$ cat src/hdl/gmds_ram.sv
// generic single write port ram with registered read
`timescale 1ns / 1ps
`default_nettype none
module gmds_ram #(
  parameter int WIDTH = 8,
  parameter int DEPTH = 256
) (
  input  wire                     clk,
  input  wire                     we,
  input  wire [$clog2(DEPTH)-1:0] waddr,
  input  wire [WIDTH-1:0]         wdata,
  input  wire [$clog2(DEPTH)-1:0] raddr,
  output logic [WIDTH-1:0]        rdata
);

  logic [WIDTH-1:0] mem [DEPTH];

  always_ff @(posedge clk) begin
    if (we) begin
      mem[waddr] <= wdata;
    end
    rdata <= mem[raddr];
  end

endmodule
`default_nettype wire

$ cat config.mk
export PLATFORM = sky130hd
export DESIGN_NAME = gmds_ram
export DESIGN_NICKNAME = d
export VERILOG_FILES = /design/src/hdl/gmds_ram.sv
export SDC_FILE = /design/constraint.sdc
export NUM_CORES = 2
export LEC_CHECK = 0
export ABC_AREA = 1
export BUFFER_PORTS_ARGS = -buffer_cell sky130_fd_sc_hd__buf_2
export CAP_MARGIN = 10
export CORE_MARGIN = 2
export CORE_UTILIZATION = 25
export CTS_CLUSTER_DIAMETER = 30
export DETAILED_ROUTE_END_ITERATION = 12
export PLACE_DENSITY = 0.41
export SYNTH_ARGS = -nofsm -noshare
export SYNTH_HDL_FRONTEND = slang
export SYNTH_SLANG_ARGS = --single-unit
export TNS_END_PERCENT = 30
$ cat constraint.sdc
create_clock -name clk -period 2.06 [get_ports clk]
set_input_delay 0.206 -clock clk [delete_from_list [all_inputs] [get_ports clk]]
set_output_delay 0.206 -clock clk [all_outputs]
set_load 0.01 [all_outputs]
==> impl_metrics.env <==
export IMPL_outcome="finished, final reports clean"
export IMPL_peakVddDrop_uv=640
export IMPL_synth_top_cell_area_share=0.737
export IMPL_cap_viol_max_count=0
export IMPL_antenna_found_initial=14
export IMPL_drtIter0Drc=5188
export IMPL_synth_edf_count=2048
export IMPL_clock_fmax_mhz=531
export IMPL_synthesis_instances=7003
export IMPL_grt_first_pass_wirelength_mm=409
export IMPL_crit_slowest_cell="dfxtp_1"
export IMPL_worstHoldPathCells=6
export IMPL_clock_skew_ns=0.0542
export IMPL_syn_num_nets=7029
export IMPL_crit_chain="buf_2"
export IMPL_synth_warnings=0
export IMPL_synth_area_sq_um=83400
export IMPL_ys_async_sr_fraction=0
export IMPL_place_congestion=0.806
export IMPL_grt_overflow=0
export IMPL_vias_per_cell=4.60
export IMPL_hpwl_mm=175
export IMPL_postPlaceCellArea_sq_um=93800
export IMPL_fin_crit_sh=0.914
export IMPL_grt_usage=0.163
export IMPL_worst_path_buf_inv=1
export IMPL_yosys_top_cells_count="2123 x nand2_1, 2048 x edfxtp_1, 2019 x nand3_1"
export IMPL_port_buffers=33
export IMPL_clockRootBuffer="clkbuf_16"
export IMPL_yosys_top_cells_area="edfxtp_1 74%, nand3_1 12%, nand2_1 9.6%"
export IMPL_dieArea_sq_um=338000
export IMPL_critPathKind="flop to primary output"
export IMPL_slew_headroom=0.545
export IMPL_rsz0062_at_grt="no"
export IMPL_final_core_util=0.328
export IMPL_min_period_ns=1.88
export IMPL_dieWidth_microns=582
export IMPL_worst_path_stages=1
export IMPL_wire_per_inst_microns=22.7
export IMPL_slew_violations=0
export IMPL_grt_max_degree=97
export IMPL_clk_latency_ns=0.89
export IMPL_ant_nets=0
export IMPL_routed_wl_mm=282
export IMPL_timing_hold_violations_final=0
export IMPL_yosysSeqAreaShare=0.739
export IMPL_worstHoldPathType="input pin to flop"
export IMPL_numCtsBuffers=443
export IMPL_cts_tree="built"
export IMPL_slowest_delay_ns=0.57
export IMPL_yosys_area_top_type="edfxtp_1"
export IMPL_coreArea_sq_um=333000
export IMPL_required_ns=1.85
export IMPL_yosysUniqueCellTypes=14
export IMPL_worstPathMaxFanout=1
export IMPL_power_leakage_nw=39.2
export IMPL_r2r_cells=11
export IMPL_clkTransAtPathRegs_ns=0.04
export IMPL_grt_pass1_vias=57600
export IMPL_pin_count=34
export IMPL_power_density_nw_per_um2=1140
export IMPL_drive_gt1_frac=0.180
export IMPL_worst_setup_path_end_kind="primary output"
export IMPL_ys_ff_latch=2056
export IMPL_cts_sinks=2056
export IMPL_fp_dieH_microns=582
export IMPL_via_count=57300
export IMPL_nets=7709
export IMPL_placementRows=212
export IMPL_design_area_sq_um=109000
export IMPL_yosysMostFrequentCell="nand2_1"
export IMPL_syn2layout_area_growth_pct=30.9
export IMPL_start_util=0.251
export IMPL_syn_avg_cell_area_sq_um=11.9
export IMPL_cp_top_family="flip-flops"
export IMPL_critPathLaunchType="flop"
export IMPL_tightest_slew_ns=0.682
export IMPL_synth_ff_type="edfxtp_1"
export IMPL_setup_violations=0
export IMPL_clk_path_buf_depth=4
export IMPL_route_detailed_drc=0
export IMPL_cts_htree_levels=5
export IMPL_worstPathArrival_ns=1.68
export IMPL_drtPass1Iterations=5
## state kept, by name (all words and copies together) (netlist names)
signal and flops:
rdata 8, mem 2048
## cell families after synthesis
group | Yosys count | share of synthesized area
flip-flops | 2056 | 0.739
AND/OR/NAND/NOR | 4425 | 0.229
buffers and inverters | 522 | 0.0312
## timing repair
item | CTS | global route
resized for setup | 0 | 3
endpoints found under the setup margin | 0 | 2
setup buffers | 0 | 0
hold buffers | 10 | 0
endpoints found under the hold margin | 1204 | 0
## worst paths after layout
path	from	endpoint	slack [ns]
max	rdata[1]$_DFF_P_	rdata[1]	0.18
min	raddr[5]	rdata[4]$_DFF_P_	0.07
max reg2reg	mem[167][6]$_DFFE_PP_	rdata[6]$_DFF_P_	0.18
min reg2reg	mem[72][0]$_DFFE_PP_	rdata[0]$_DFF_P_	0.98
## placed cells by master (no fill, tap or decap), types with 60 or more instances in the layout
master         n
clkbuf_16    449
buf_4        517
nor2_1       283
nand2_1     2107
clkinv_2      83
clkinvlp_4    63
nand3_1     2016
edfxtp_1    2048
clkinv_1      60
bufinv_16     64
buf_12       159
## worst register-to-register path: stages, from the launching register on
cell and delay (ns):
edfxtp_1 0.35, nand2_1 0.09, nand3_1 0.08, nand3_1 0.15
nand3_1 0.13, nand3_1 0.20, nand3_1 0.21, nand3_2 0.19
nand2_1 0.11, nand2_1 0.14, buf_12 0.11, nand2_1 0.04
## power by group
part	internal (mW)	switching [mW]	total, mW
sequential	46.2	0.0886	46.3
combinational	1.89	4.50	6.39
clock	47.8	23.4	71.2
## per-stage QoR
stage               power (mW)  std cells  TNS [ns]  setup WS [ns]  hold slack [ns]
finish                     124      12500         0          0.178           0.0652
global route               128      12400         0         0.0705           0.0647
CTS                        125      12400         0         0.0227           0.0134
detailed placement        53.5      11600     -3.41         -0.487            0.552
global placement          53.6      11600     -3.65         -0.524            0.558
floorplan                 49.9       7003         0          0.363            0.305
## routing by layer
layer  routed length (microns)  track usage  share of wire
met1                    126000        0.222           0.45
met3                     14400       0.0238          0.051
met2                    134000        0.268           0.47
met5                         0            0              0
met4                      8290       0.0508          0.029
## layout make-up
| type | count | area, sq um |
|---|---|---|
| clock inverter | 327 | 3720 |
| sequential | 2056 | 61700 |
| multi-input combinational | 4425 | 19200 |
| clock buffer | 493 | 11400 |
| antenna | 5 | 12.5 |
| timing repair buffer | 718 | 7440 |
| fill | 33100 | 223000 |
| tap | 4387 | 5490 |
| inverter | 39 | 183 |
Power figures use the tool's default switching activity.
